File: config.mk
export PLATFORM = sky130hd
export DESIGN_NAME = rms_normalizer
export DESIGN_NICKNAME = d
export VERILOG_FILES = /design/src/rmsn_pkg.sv /design/src/rms_normalizer.sv /design/src/rmsn_ctrl.sv /design/src/rmsn_dp.sv
export SDC_FILE = /design/constraint.sdc
export NUM_CORES = 2
export LEC_CHECK = 0
export ABC_AREA = 0
export BUFFER_PORTS_ARGS = -buffer_cell sky130_fd_sc_hd__buf_2
export CORE_UTILIZATION = 60
export CTS_CLUSTER_SIZE = 8
export DETAILED_ROUTE_END_ITERATION = 10
export PLACE_DENSITY = 0.8
export SKIP_LAST_GASP = 1
export SYNTH_ARGS = -nofsm -noshare
export SYNTH_HDL_FRONTEND = slang
export SYNTH_HIERARCHICAL = 1
export SYNTH_SLANG_ARGS = --single-unit
File: constraint.sdc
create_clock -name i_clk -period 9.4 [get_ports i_clk]
set_input_delay 1.41 -clock i_clk [delete_from_list [all_inputs] [get_ports i_clk]]
set_output_delay 1.41 -clock i_clk [all_outputs]
set_load 0.05 [all_outputs]
File: src/rmsn_pkg.sv
// rmsn_pkg: shared types and constants of the RMS normalizer.
// Used by rmsn_ctrl, rmsn_dp and rms_normalizer; no dependencies.
`timescale 1ns / 1ps
package rmsn_pkg;
    localparam int MAX_LENGTH  = 4096;
    localparam int LEN_W       = 13;
    localparam int EPS_W       = 16;
    localparam int SAMPLE_W    = 16;
    localparam int SUM_W       = 43;
    localparam int SCALE_W     = 28;
    localparam int MS_W        = 44;
    localparam int DIVD_W      = 59;
    localparam int REM_W       = 45;
    localparam int ROOT_W      = 30;
    localparam int SREM_W      = 32;
    localparam int CNT_W       = 6;
    localparam int CFG_IDX_W   = 2;
    localparam int CFG_DATA_W  = 16;

    localparam logic [CFG_IDX_W-1:0] REG_VECTOR_LENGTH = 2'd0;
    localparam logic [CFG_IDX_W-1:0] REG_EPSILON       = 2'd1;

    localparam logic [LEN_W-1:0]   LEN_RESET   = 13'd4096;
    localparam logic [EPS_W-1:0]   EPS_RESET   = 16'd17;
    localparam logic [SCALE_W-1:0] SCALE_ONE   = 28'd65536;
    localparam logic [SCALE_W-1:0] SCALE_MAX   = {SCALE_W{1'b1}};
    localparam logic [SUM_W-1:0]   SUM_MAX     = {SUM_W{1'b1}};
    localparam logic [CNT_W-1:0]   DIV_STEPS_M1  = 6'd58;
    localparam logic [CNT_W-1:0]   SQRT_STEPS_M1 = 6'd29;

    localparam logic CMD_ACCUM = 1'b0;
    localparam logic CMD_NORM  = 1'b1;

    typedef enum logic [2:0] {
        ST_IDLE,
        ST_LOAD_MEAN,
        ST_DIV_MEAN,
        ST_LOAD_RECIP,
        ST_DIV_RECIP,
        ST_LOAD_SQRT,
        ST_SQRT,
        ST_SCALE
    } t_state;

    typedef struct packed {
        logic accum;
        logic norm;
        logic last;
        logic load_mean;
        logic load_recip;
        logic sat_scale;
        logic div_step;
        logic load_sqrt;
        logic sqrt_step;
        logic load_scale;
    } t_cmd;

    typedef struct packed {
        logic ms_zero;
        logic out_free;
    } t_stat;
endpackage

File: src/rms_normalizer.sv
// rms_normalizer: RMS layer normalization of a streamed Q4.12 vector.
// Accumulate transfers are taken while idle; a normalize transfer also waits for a free output register.
// A normalize result appears in the cycle after its transfer, held in an output register.
// At the end of an accumulate pass the input stalls while the shared
// divider (2 x 59 steps) and the square-root unit (30 steps) form the scale; when the mean
// square is zero the scale saturates and the second division and the square root are skipped.
// Synchronous active-low reset: sums and counts clear, scale 1.0, length 4096, epsilon 17.
`timescale 1ns / 1ps
module rms_normalizer (
    input  logic        i_clk,
    input  logic        i_rst_n,
    input  logic        s_axis_tvalid,
    output logic        s_axis_tready,
    input  logic [15:0] s_axis_tdata,   // [15:0] sample
    input  logic        s_axis_tuser,   // [0] cmd
    output logic        m_axis_tvalid,
    input  logic        m_axis_tready,
    output logic [15:0] m_axis_tdata,   // [15:0] norm_value
    output logic        m_axis_tlast,
    input  logic        i_cfg_valid,
    output logic        o_cfg_ready,
    input  logic [rmsn_pkg::CFG_IDX_W-1:0]  i_cfg_index,
    input  logic [rmsn_pkg::CFG_DATA_W-1:0] i_cfg_data
);
    logic [rmsn_pkg::LEN_W-1:0] r_vlen;
    logic [rmsn_pkg::EPS_W-1:0] r_eps;
    logic [rmsn_pkg::LEN_W-1:0] len_eff;
    rmsn_pkg::t_cmd  cmd;
    rmsn_pkg::t_stat stat;
    logic signed [15:0] out_value;

    assign o_cfg_ready = 1'b1;

    always_ff @(posedge i_clk) begin
        if (!i_rst_n) begin
            r_vlen <= rmsn_pkg::LEN_RESET;
            r_eps  <= rmsn_pkg::EPS_RESET;
        end else if (i_cfg_valid) begin
            unique case (i_cfg_index)
                rmsn_pkg::REG_VECTOR_LENGTH: r_vlen <= i_cfg_data[rmsn_pkg::LEN_W-1:0];
                rmsn_pkg::REG_EPSILON:       r_eps  <= i_cfg_data;
                default: ;
            endcase
        end
    end

    always_comb begin
        if (r_vlen == '0)
            len_eff = 13'd1;
        else if (r_vlen > rmsn_pkg::LEN_W'(rmsn_pkg::MAX_LENGTH))
            len_eff = rmsn_pkg::LEN_W'(rmsn_pkg::MAX_LENGTH);
        else
            len_eff = r_vlen;
    end

    rmsn_ctrl u_ctrl (
        .i_clk   (i_clk),
        .i_rst_n (i_rst_n),
        .i_valid (s_axis_tvalid),
        .i_cmd   (s_axis_tuser),
        .i_len   (len_eff),
        .i_stat  (stat),
        .o_ready (s_axis_tready),
        .o_cmd   (cmd)
    );

    rmsn_dp u_dp (
        .i_clk       (i_clk),
        .i_rst_n     (i_rst_n),
        .i_cmd       (cmd),
        .i_sample    ($signed(s_axis_tdata)),
        .i_len       (len_eff),
        .i_eps       (r_eps),
        .i_out_ready (m_axis_tready),
        .o_stat      (stat),
        .o_out_valid (m_axis_tvalid),
        .o_out_value (out_value),
        .o_out_last  (m_axis_tlast)
    );

    assign m_axis_tdata = out_value;
endmodule

File: src/rmsn_ctrl.sv
// rmsn_ctrl: controller of the RMS normalizer; pass counters and the
// sequencer for the scale computation. Depends on rmsn_pkg.
`timescale 1ns / 1ps
module rmsn_ctrl (
    input  logic                          i_clk,
    input  logic                          i_rst_n,
    input  logic                          i_valid,
    input  logic                          i_cmd,
    input  logic [rmsn_pkg::LEN_W-1:0]    i_len,
    input  rmsn_pkg::t_stat               i_stat,
    output logic                          o_ready,
    output rmsn_pkg::t_cmd                o_cmd
);
    rmsn_pkg::t_state r_state, n_state;
    logic [rmsn_pkg::LEN_W-1:0] r_acc_cnt, n_acc_cnt;
    logic [rmsn_pkg::LEN_W-1:0] r_norm_cnt, n_norm_cnt;
    logic [rmsn_pkg::CNT_W-1:0] r_cnt, n_cnt;
    logic xfer, acc_end, norm_end;

    assign o_ready = (r_state == rmsn_pkg::ST_IDLE) &&
                     ((i_cmd == rmsn_pkg::CMD_ACCUM) || i_stat.out_free);
    assign xfer     = i_valid && o_ready;
    assign acc_end  = ({1'b0, r_acc_cnt} + 14'd1) >= {1'b0, i_len};
    assign norm_end = ({1'b0, r_norm_cnt} + 14'd1) >= {1'b0, i_len};

    always_comb begin
        n_state = r_state;
        unique case (r_state)
            rmsn_pkg::ST_IDLE: begin
                if (xfer && i_cmd == rmsn_pkg::CMD_ACCUM && acc_end) begin
                    n_state = rmsn_pkg::ST_LOAD_MEAN;
                end
            end
            rmsn_pkg::ST_LOAD_MEAN:  n_state = rmsn_pkg::ST_DIV_MEAN;
            rmsn_pkg::ST_DIV_MEAN: begin
                if (r_cnt == '0) n_state = rmsn_pkg::ST_LOAD_RECIP;
            end
            rmsn_pkg::ST_LOAD_RECIP: begin
                n_state = i_stat.ms_zero ? rmsn_pkg::ST_IDLE : rmsn_pkg::ST_DIV_RECIP;
            end
            rmsn_pkg::ST_DIV_RECIP: begin
                if (r_cnt == '0) n_state = rmsn_pkg::ST_LOAD_SQRT;
            end
            rmsn_pkg::ST_LOAD_SQRT:  n_state = rmsn_pkg::ST_SQRT;
            rmsn_pkg::ST_SQRT: begin
                if (r_cnt == '0) n_state = rmsn_pkg::ST_SCALE;
            end
            rmsn_pkg::ST_SCALE:      n_state = rmsn_pkg::ST_IDLE;
            default:                 n_state = rmsn_pkg::ST_IDLE;
        endcase
    end

    always_comb begin
        o_cmd      = '0;
        n_acc_cnt  = r_acc_cnt;
        n_norm_cnt = r_norm_cnt;
        n_cnt      = r_cnt - 6'd1;
        unique case (r_state)
            rmsn_pkg::ST_IDLE: begin
                if (xfer && i_cmd == rmsn_pkg::CMD_ACCUM) begin
                    o_cmd.accum = 1'b1;
                    n_acc_cnt   = acc_end ? '0 : r_acc_cnt + 13'd1;
                end
                if (xfer && i_cmd == rmsn_pkg::CMD_NORM) begin
                    o_cmd.norm = 1'b1;
                    o_cmd.last = norm_end;
                    n_norm_cnt = norm_end ? '0 : r_norm_cnt + 13'd1;
                end
            end
            rmsn_pkg::ST_LOAD_MEAN: begin
                o_cmd.load_mean = 1'b1;
                n_cnt           = rmsn_pkg::DIV_STEPS_M1;
            end
            rmsn_pkg::ST_DIV_MEAN,
            rmsn_pkg::ST_DIV_RECIP: o_cmd.div_step = 1'b1;
            rmsn_pkg::ST_LOAD_RECIP: begin
                o_cmd.load_recip = !i_stat.ms_zero;
                o_cmd.sat_scale  = i_stat.ms_zero;
                n_cnt            = rmsn_pkg::DIV_STEPS_M1;
            end
            rmsn_pkg::ST_LOAD_SQRT: begin
                o_cmd.load_sqrt = 1'b1;
                n_cnt           = rmsn_pkg::SQRT_STEPS_M1;
            end
            rmsn_pkg::ST_SQRT:  o_cmd.sqrt_step  = 1'b1;
            rmsn_pkg::ST_SCALE: o_cmd.load_scale = 1'b1;
            default: o_cmd = '0;
        endcase
    end

    always_ff @(posedge i_clk) begin
        if (!i_rst_n) begin
            r_state    <= rmsn_pkg::ST_IDLE;
            r_acc_cnt  <= '0;
            r_norm_cnt <= '0;
            r_cnt      <= '0;
        end else begin
            r_state    <= n_state;
            r_acc_cnt  <= n_acc_cnt;
            r_norm_cnt <= n_norm_cnt;
            r_cnt      <= n_cnt;
        end
    end
endmodule

File: src/rmsn_dp.sv
// rmsn_dp: datapath of the RMS normalizer; square sum, shared restoring
// divider, digit square root, scale multiply and output register. Uses rmsn_pkg.
`timescale 1ns / 1ps
module rmsn_dp (
    input  logic                                  i_clk,
    input  logic                                  i_rst_n,
    input  rmsn_pkg::t_cmd                        i_cmd,
    input  logic signed [rmsn_pkg::SAMPLE_W-1:0]  i_sample,
    input  logic [rmsn_pkg::LEN_W-1:0]            i_len,
    input  logic [rmsn_pkg::EPS_W-1:0]            i_eps,
    input  logic                                  i_out_ready,
    output rmsn_pkg::t_stat                       o_stat,
    output logic                                  o_out_valid,
    output logic signed [rmsn_pkg::SAMPLE_W-1:0]  o_out_value,
    output logic                                  o_out_last
);
    logic [rmsn_pkg::SUM_W-1:0]   r_sum;
    logic [rmsn_pkg::DIVD_W-1:0]  r_quo;
    logic [rmsn_pkg::REM_W-1:0]   r_rem;
    logic [rmsn_pkg::MS_W-1:0]    r_dvs;
    logic [rmsn_pkg::DIVD_W:0]    r_rad;
    logic [rmsn_pkg::ROOT_W-1:0]  r_root;
    logic [rmsn_pkg::SREM_W-1:0]  r_srem;
    logic [rmsn_pkg::SCALE_W-1:0] r_scale;
    logic                         r_out_valid;
    logic signed [rmsn_pkg::SAMPLE_W-1:0] r_out_value;
    logic                         r_out_last;

    logic signed [31:0]           sq;
    logic [rmsn_pkg::SUM_W:0]     sum_add;
    logic [rmsn_pkg::MS_W-1:0]    ms;
    logic [rmsn_pkg::REM_W:0]     div_sh;
    logic                         div_ge;
    logic [rmsn_pkg::SREM_W+1:0]  sq_sh;
    logic [rmsn_pkg::SREM_W+1:0]  sq_trial;
    logic                         sq_ge;
    logic [rmsn_pkg::ROOT_W:0]    root_inc;
    logic signed [44:0]           prod;
    logic signed [44:0]           prod_r;
    logic signed [28:0]           shifted;
    logic signed [rmsn_pkg::SAMPLE_W-1:0] sat_val;

    assign sq      = i_sample * i_sample;
    assign sum_add = {1'b0, r_sum} + {12'd0, sq};
    assign ms      = {1'b0, r_quo[rmsn_pkg::SUM_W-1:0]} + {28'd0, i_eps};

    assign div_sh = {r_rem, r_quo[rmsn_pkg::DIVD_W-1]};
    assign div_ge = div_sh >= {2'b00, r_dvs};

    assign sq_sh    = {r_srem, r_rad[rmsn_pkg::DIVD_W:rmsn_pkg::DIVD_W-1]};
    assign sq_trial = {2'b00, r_root, 2'b01};
    assign sq_ge    = sq_sh >= sq_trial;
    assign root_inc = {1'b0, r_root} + 31'd1;

    assign prod    = i_sample * $signed({1'b0, r_scale});
    assign prod_r  = prod + 45'sd32768;
    assign shifted = prod_r[44:16];
    always_comb begin
        if (shifted > 29'sd32767)       sat_val = 16'sh7FFF;
        else if (shifted < -29'sd32768) sat_val = -16'sh8000;
        else                            sat_val = shifted[15:0];
    end

    assign o_stat.ms_zero  = (ms == '0);
    assign o_stat.out_free = !r_out_valid || i_out_ready;

    always_ff @(posedge i_clk) begin
        if (!i_rst_n) begin
            r_sum       <= '0;
            r_scale     <= rmsn_pkg::SCALE_ONE;
            r_out_valid <= 1'b0;
        end else begin
            if (i_cmd.accum) begin
                r_sum <= sum_add[rmsn_pkg::SUM_W] ? rmsn_pkg::SUM_MAX
                                                  : sum_add[rmsn_pkg::SUM_W-1:0];
            end else if (i_cmd.load_mean) begin
                r_sum <= '0;
            end
            if (i_cmd.sat_scale) begin
                r_scale <= rmsn_pkg::SCALE_MAX;
            end else if (i_cmd.load_scale) begin
                r_scale <= (root_inc[rmsn_pkg::ROOT_W:rmsn_pkg::SCALE_W+1] != '0)
                           ? rmsn_pkg::SCALE_MAX : root_inc[rmsn_pkg::SCALE_W:1];
            end
            if (i_cmd.norm) begin
                r_out_valid <= 1'b1;
            end else if (i_out_ready) begin
                r_out_valid <= 1'b0;
            end
        end
    end

    always_ff @(posedge i_clk) begin
        if (i_cmd.norm) begin
            r_out_value <= sat_val;
            r_out_last  <= i_cmd.last;
        end
        if (i_cmd.load_mean) begin
            r_quo <= {16'd0, r_sum};
            r_dvs <= {31'd0, i_len};
            r_rem <= '0;
        end else if (i_cmd.load_recip) begin
            r_quo <= {1'b1, {(rmsn_pkg::DIVD_W-1){1'b0}}};
            r_dvs <= ms;
            r_rem <= '0;
        end else if (i_cmd.div_step) begin
            r_quo <= {r_quo[rmsn_pkg::DIVD_W-2:0], div_ge};
            r_rem <= div_ge ? div_sh[rmsn_pkg::REM_W-1:0] - {1'b0, r_dvs}
                            : div_sh[rmsn_pkg::REM_W-1:0];
        end
        if (i_cmd.load_sqrt) begin
            r_rad  <= {1'b0, r_quo};
            r_root <= '0;
            r_srem <= '0;
        end else if (i_cmd.sqrt_step) begin
            r_rad  <= {r_rad[rmsn_pkg::DIVD_W-2:0], 2'b00};
            r_root <= {r_root[rmsn_pkg::ROOT_W-2:0], sq_ge};
            r_srem <= sq_ge ? (sq_sh[rmsn_pkg::SREM_W-1:0] - sq_trial[rmsn_pkg::SREM_W-1:0])
                            : sq_sh[rmsn_pkg::SREM_W-1:0];
        end
    end

    assign o_out_valid = r_out_valid;
    assign o_out_value = r_out_value;
    assign o_out_last  = r_out_last;
endmodule
* Word-level counts from Yosys, hierarchy flattened *
Index checks and enable logic that the tools add are counted.

word-level totals
  flip-flop bits (word level) = 423

operators by class
  magnitude comparators = 7
  multiplexer cells = 38
  reductions and logical operators = 31
  multiply operators = 2
  equality and inequality tests = 12
  add/subtract/negate cells = 11
  bitwise gates (word level) = 2

operator list
  kind                    number
  $mux 59                 4
  $mux 43                 4
  $mux 28                 3
  $mux 13                 6
  $ge 46x44->1            1
  $add 45x17->45 const B  1
  $mul 16x29->45          1
  $mux 45                 1
  $sub 45x44->45          1
  $add 43x16->44          1
  $add 43x32->44          1
  $logic_not 44->1        1
  $ge 34x32->1            1
  $mul 16x16->32          1
  $mux 32                 1
  $sub 32x32->32          1
  $add 30x1->31 const B   1
  $gt 29x16->1 const B    1
  $lt 29x16->1 const B    1
  $add 13x1->14 const B   2
  $ge 14x13->1            2
  $add 13x1->13 const B   2
  $pmux 3 s8              1
  $mux 3                  6
  other kinds (25)        58

* Logic depth before layout (Yosys ltp) *
  depth in word-level cells = 9
  mapped depth = 39

* Cells and area by module *
The synthesis kept the hierarchy.

modules (own cells, without submodules)
  module          times used  cells each  area each (um^2)
  rmsn_dp         1           5071        45125.8
  rmsn_ctrl       1           329         2616.3
  rms_normalizer  1           148         1221.2

* Worst setup path after synthesis *
Ideal clock, no wire load.

  path kind = input -> register
  start = in s_axis_tdata[15]
  end = reg u_dp/r_sum[10] (netlist bit)
  path slack = 0.220 ns
  library setup time = 0.122 ns
  stages on the path = 34
  path buffers = 4
  arrival time = 9.059 ns
  data required time = 9.278 ns
  cell sequence = clkbuf_1 > inv_1 > clkbuf_1 > nor2_1 > fa_1 > inv_1 > fa_1 > inv_1 > fa_1 > fa_1 > fa_1 > inv_1 > fa_1 > inv_1 > ha_1 > a21oi_1 > nor2b_1 > o21ai_0 > o21ai_0 > o21ai_0 > nor2b_1 > xnor2_1 > ha_1 > and4_1 > a211oi_1 > o21bai_1 > a21oi_1 > nand4b_1 > o21ai_1 > nand3_1 > and2_1 > clkbuf_1 > buf_2 > a21oi_1

between the ends
  longest elaborated chain between the ends = 4

ends and longest elaborated chain
  item                    RTL line              RTL
  start: declaration      rms_normalizer.sv:14  input logic [15:0] s_axis_tdata,
  $mul 16x16->32          rmsn_dp.sv:43         assign sq = i_sample * i_sample;
  $add 43x32->44          rmsn_dp.sv:44         assign sum_add = {1'b0, r_sum} + {12'd0, sq};
  $mux 43                 rmsn_dp.sv:74         r_sum <= sum_add[rmsn_pkg::SUM_W] ? rmsn_pkg::SUM_MAX
  $mux 43                 rmsn_dp.sv:73         if (i_cmd.accum) begin
  end signal: assignment  rmsn_dp.sv:74
  end: declaration        rmsn_dp.sv:17         logic [rmsn_pkg::SUM_W-1:0] r_sum;

No other way between the ends.
A chain may end at the register's enable or synchronous reset.

* Worst setup path in the final report *
  start = in s_axis_tdata[4]
  end = reg u_dp.r_out_value, in the netlist u_dp/o_out_value[0] (data pin)

between the ends
  longest elaborated chain between the ends = 4
  elaborated cells on any way between the ends = 5
  classes of those cells = 1 x add/sub; 1 x mul; 2 x order compare; 1 x mux

ends and longest elaborated chain
  item                    RTL line       RTL
  $mul 16x29->45 (*)      rmsn_dp.sv:55  assign prod = i_sample * $signed({1'b0, r_scale});
  $add 45x17->45 (*)      rmsn_dp.sv:56  assign prod_r = prod + 45'sd32768;
  $lt 29x16->1            rmsn_dp.sv:60  else if (shifted < -29'sd32768) sat_val = -16'sh8000;
  $mux 16                 rmsn_dp.sv:60
  end signal: assignment  rmsn_dp.sv:95  r_out_value <= sat_val;
  end: declaration        rmsn_dp.sv:26  logic signed [rmsn_pkg::SAMPLE_W-1:0] r_out_value;

Mark *: on every way between the ends. The rest lies on a longest branch, timed or not.

==> out/summary.txt <==
status: finished, final reports clean
number of synthesized flops with an enable pin: 132
Flop pwr share: 11.8%
Post-Route Skew: 0.06968 ns
vias in the first global route: 39590
layout cells sized above 1: 6.287%
initial antenna violation count: 2
WP data arrival: 9.18 ns
syn nets: 6578
post-synthesis async set-or-reset flop share: 0%
CTS tree: built
Placer Congestion: 0.9125
Slew HR: 18.95%
Clock Tree Buf Depth: 3
worst path buffer plus inverter count: 9
P_sw: 9.610 mW
met1 GRT Util: 36.01%
cell internal pwr: 9.485 mW
Via density: 5.838
Clock Root Buffer: clkbuf_16
Worst R2R Setup Slack: 1.15 ns
Final Cell Area: 51960 um^2
Clock transition at path regs: 0.05 ns
global route hottest layer: met2
post-synthesis mux area share: 3.189%
IO buf count: 58
setup bufs post-CTS: 0
xor/xnor share of the synthesized area: 4.595%
core footprint: 80680 um^2
drt wl/cell: 18.00 um
Slew @ Worst Pin: 1.214 ns
dominant cell type by area after synthesis: fa_1
final non-filler cell total: 6580
GRT Total Usage: 29.09%
final period utilization: 94.05%
Vias: 38420
fmax: 0.1131 GHz
Synth Instances: 5548
Initial Utilization: 60.69%
syn avg cell area: 8.825 um^2
largest net degree at the start of global routing: 97
Setup crit end kind: register
startpoint class of the critical path: input port
fin worst setup slack: 0.5593 ns
worst vdd ir: 0.0009370 V
Synth top cells by count: 919 x inv_1, 625 x nand2_1, 601 x fa_1, 389 x ha_1
hold_buf cts: 0
worst hold margin: 0.4653 ns
first-pass GRT wire length: 196200 um
M2 GR Usage: 51.88%
largest family of logic cells by synthesized area: adder cells
die span in x: 287.7 um
ranking of synthesized cells by area: fa_1 25%, dfxtp_1 12%, ha_1 9.9%
Synth Flop Type: dfxtp_1
RSZ-0062 raised after global routing: no
Place WS: -0.02330 ns
Slowest-stage cell, CP: fa_1
Sink Count: 423
dpl hpwl: 89890 um
Routed Antenna Nets: 0
final net count: 6513
Power Density: 367.5 nW/um^2
switch share: 50.33%
WP data required: 9.74 ns
cell row count: 104
most common cell in the synthesized netlist: inv_1
clock power share: 10.9%
GRT overflow: 0
sequential area share after synthesis: 19.99%
most frequent CP cell: fa_1
TritonRoute pass-1 iters: 6
Simple-Gate Fraction of Synth Area: 15.48%
drt initial violations: 2583
# DRC: 0
critical path's top delay family: adder cells
H-tree Lvls: 2
Hold Crit Class: reg -> reg
Syn. warnings: 6
Max-Cap Viols: 0
Worst-Skew Late Latency: 0.67 ns
Placed Area: 50170 um^2
synth-to-layout area growth: 6.128%
GR Util met3: 3.320%
post-synth cell types: 109
post_cts resized: 0
DIE HEIGHT: 287.7 um
crit-path max FO: 21
# setup viols final: 0
crit path time final: 8.841 ns
Synth Cell Area: 48960 um^2
Combinational Power Share: 77.4%
Post-Synth Adder-Cell Area: 34.51%
total clock buffers created by CTS: 60
Die Area: 82750 um^2
Leak Pwr: 23.93 nW
flops & latches, synth: 423
Slew Limit Fails: 0
Final Hold Vio Count: 0
Post-Route WL: 118500 um
Compound-Gate Fraction of Synth Area: 13.02%
Placed Cells incl. Taps: 6481
share of the synthesized area in the top cell type: 24.57%
critical path class: in -> reg
Top Ports: 60
CP max stage delay: 0.53 ns
[cells by family (layout without fill, tap and decap cells)]
group	Yosys count	after routing
buf+inv	1179	1150
mux	148	148
fa+ha+maj	990	990
compound gates	968	968
other cells	1	2
xor+xnor	256	256
flops	423	423
simple gates	1583	1583
[worst min-delay path, delay by kind of cell (launching register included)]
| family | cells | cell delay [ns] |
|---|---|---|
| flip-flops | 1 | 0.31 |
| AND/OR/NAND/NOR | 1 | 0.05 |
| AO/OA/AOI/OAI | 1 | 0.05 |
[flip-flops by register name (all words and copies together) (netlist names), 16 cells and up]
signal / count
u_dp/r_quo: 59
u_dp/r_rad: 60
u_dp/o_out_value: 16
u_dp/r_root: 30
u_dp/r_rem: 45
u_dp/r_scale: 28
r_eps: 16
u_dp/r_srem: 32
u_dp/r_sum: 43
u_dp/r_dvs: 44
[metrics by stage]
step / TNS, ns / power [mW] / utilization [%]
after detailed placement: -0.02330 / 16.82 / 62.19
final: 0 / 19.09 / 64.41
after floorplan: 0 / 13.43 / -
after CTS: 0 / 18.97 / 64.41
after global placement: 0 / 16.65 / 62.19
after global routing: 0 / 20.77 / 64.41
[metal layers]
metal,up-vias,wire (um)
li1,17910,-
met1,18980,47560
met2,1194,60450
met3,327,6218
met4,4,4204
met5,-,27
[power groups by stage]
stage                     logic, mW  registers [mW]  clock network (mW)
after global routing           16.3            2.26                2.18
after CTS                      14.6            2.24                2.10
after detailed placement       14.5            2.28                   0
final                          14.8            2.25                2.07
after floorplan                11.2            2.23                   0
after global placement         14.4            2.27                   0
[cell type report]
class                           count  area [um^2]
Tap cell                         1060         1326
Timing Repair Buffer              128        865.8
Inverter                          924         3468
Clock buffer                       94         1692
Antenna cell                        1        2.502
Sequential cell                   423         9789
Multi-Input combinational cell   3946        34720
Clock inverter                      4        95.09
Fill cell                        6516        28710
[cell usage in the layout (no fill, tap or decap), types with 87 or more instances in the layout]
| cell | count |
|---|---|
| fa_1 | 601 |
| nand2_1 | 625 |
| and2_1 | 192 |
| inv_1 | 918 |
| o21ai_0 | 216 |
| a21o_1 | 87 |
| edfxtp_1 | 132 |
| ha_1 | 389 |
| dfxtp_1 | 291 |
| xnor2_1 | 171 |
| a21oi_1 | 239 |
| nor2_1 | 288 |
[worst paths after layout]
check             startpoint             endpoint  depth (start not counted)
max          s_axis_tdata[4]  u_dp/o_out_value[0]                         28
min               r_vlen[10]           r_vlen[10]                          2
max reg2reg  u_dp/r_scale[5]  u_dp/o_out_value[0]                         25
min reg2reg       r_vlen[10]           r_vlen[10]                          2
Note: power is estimated with default switching activity, not from simulation.
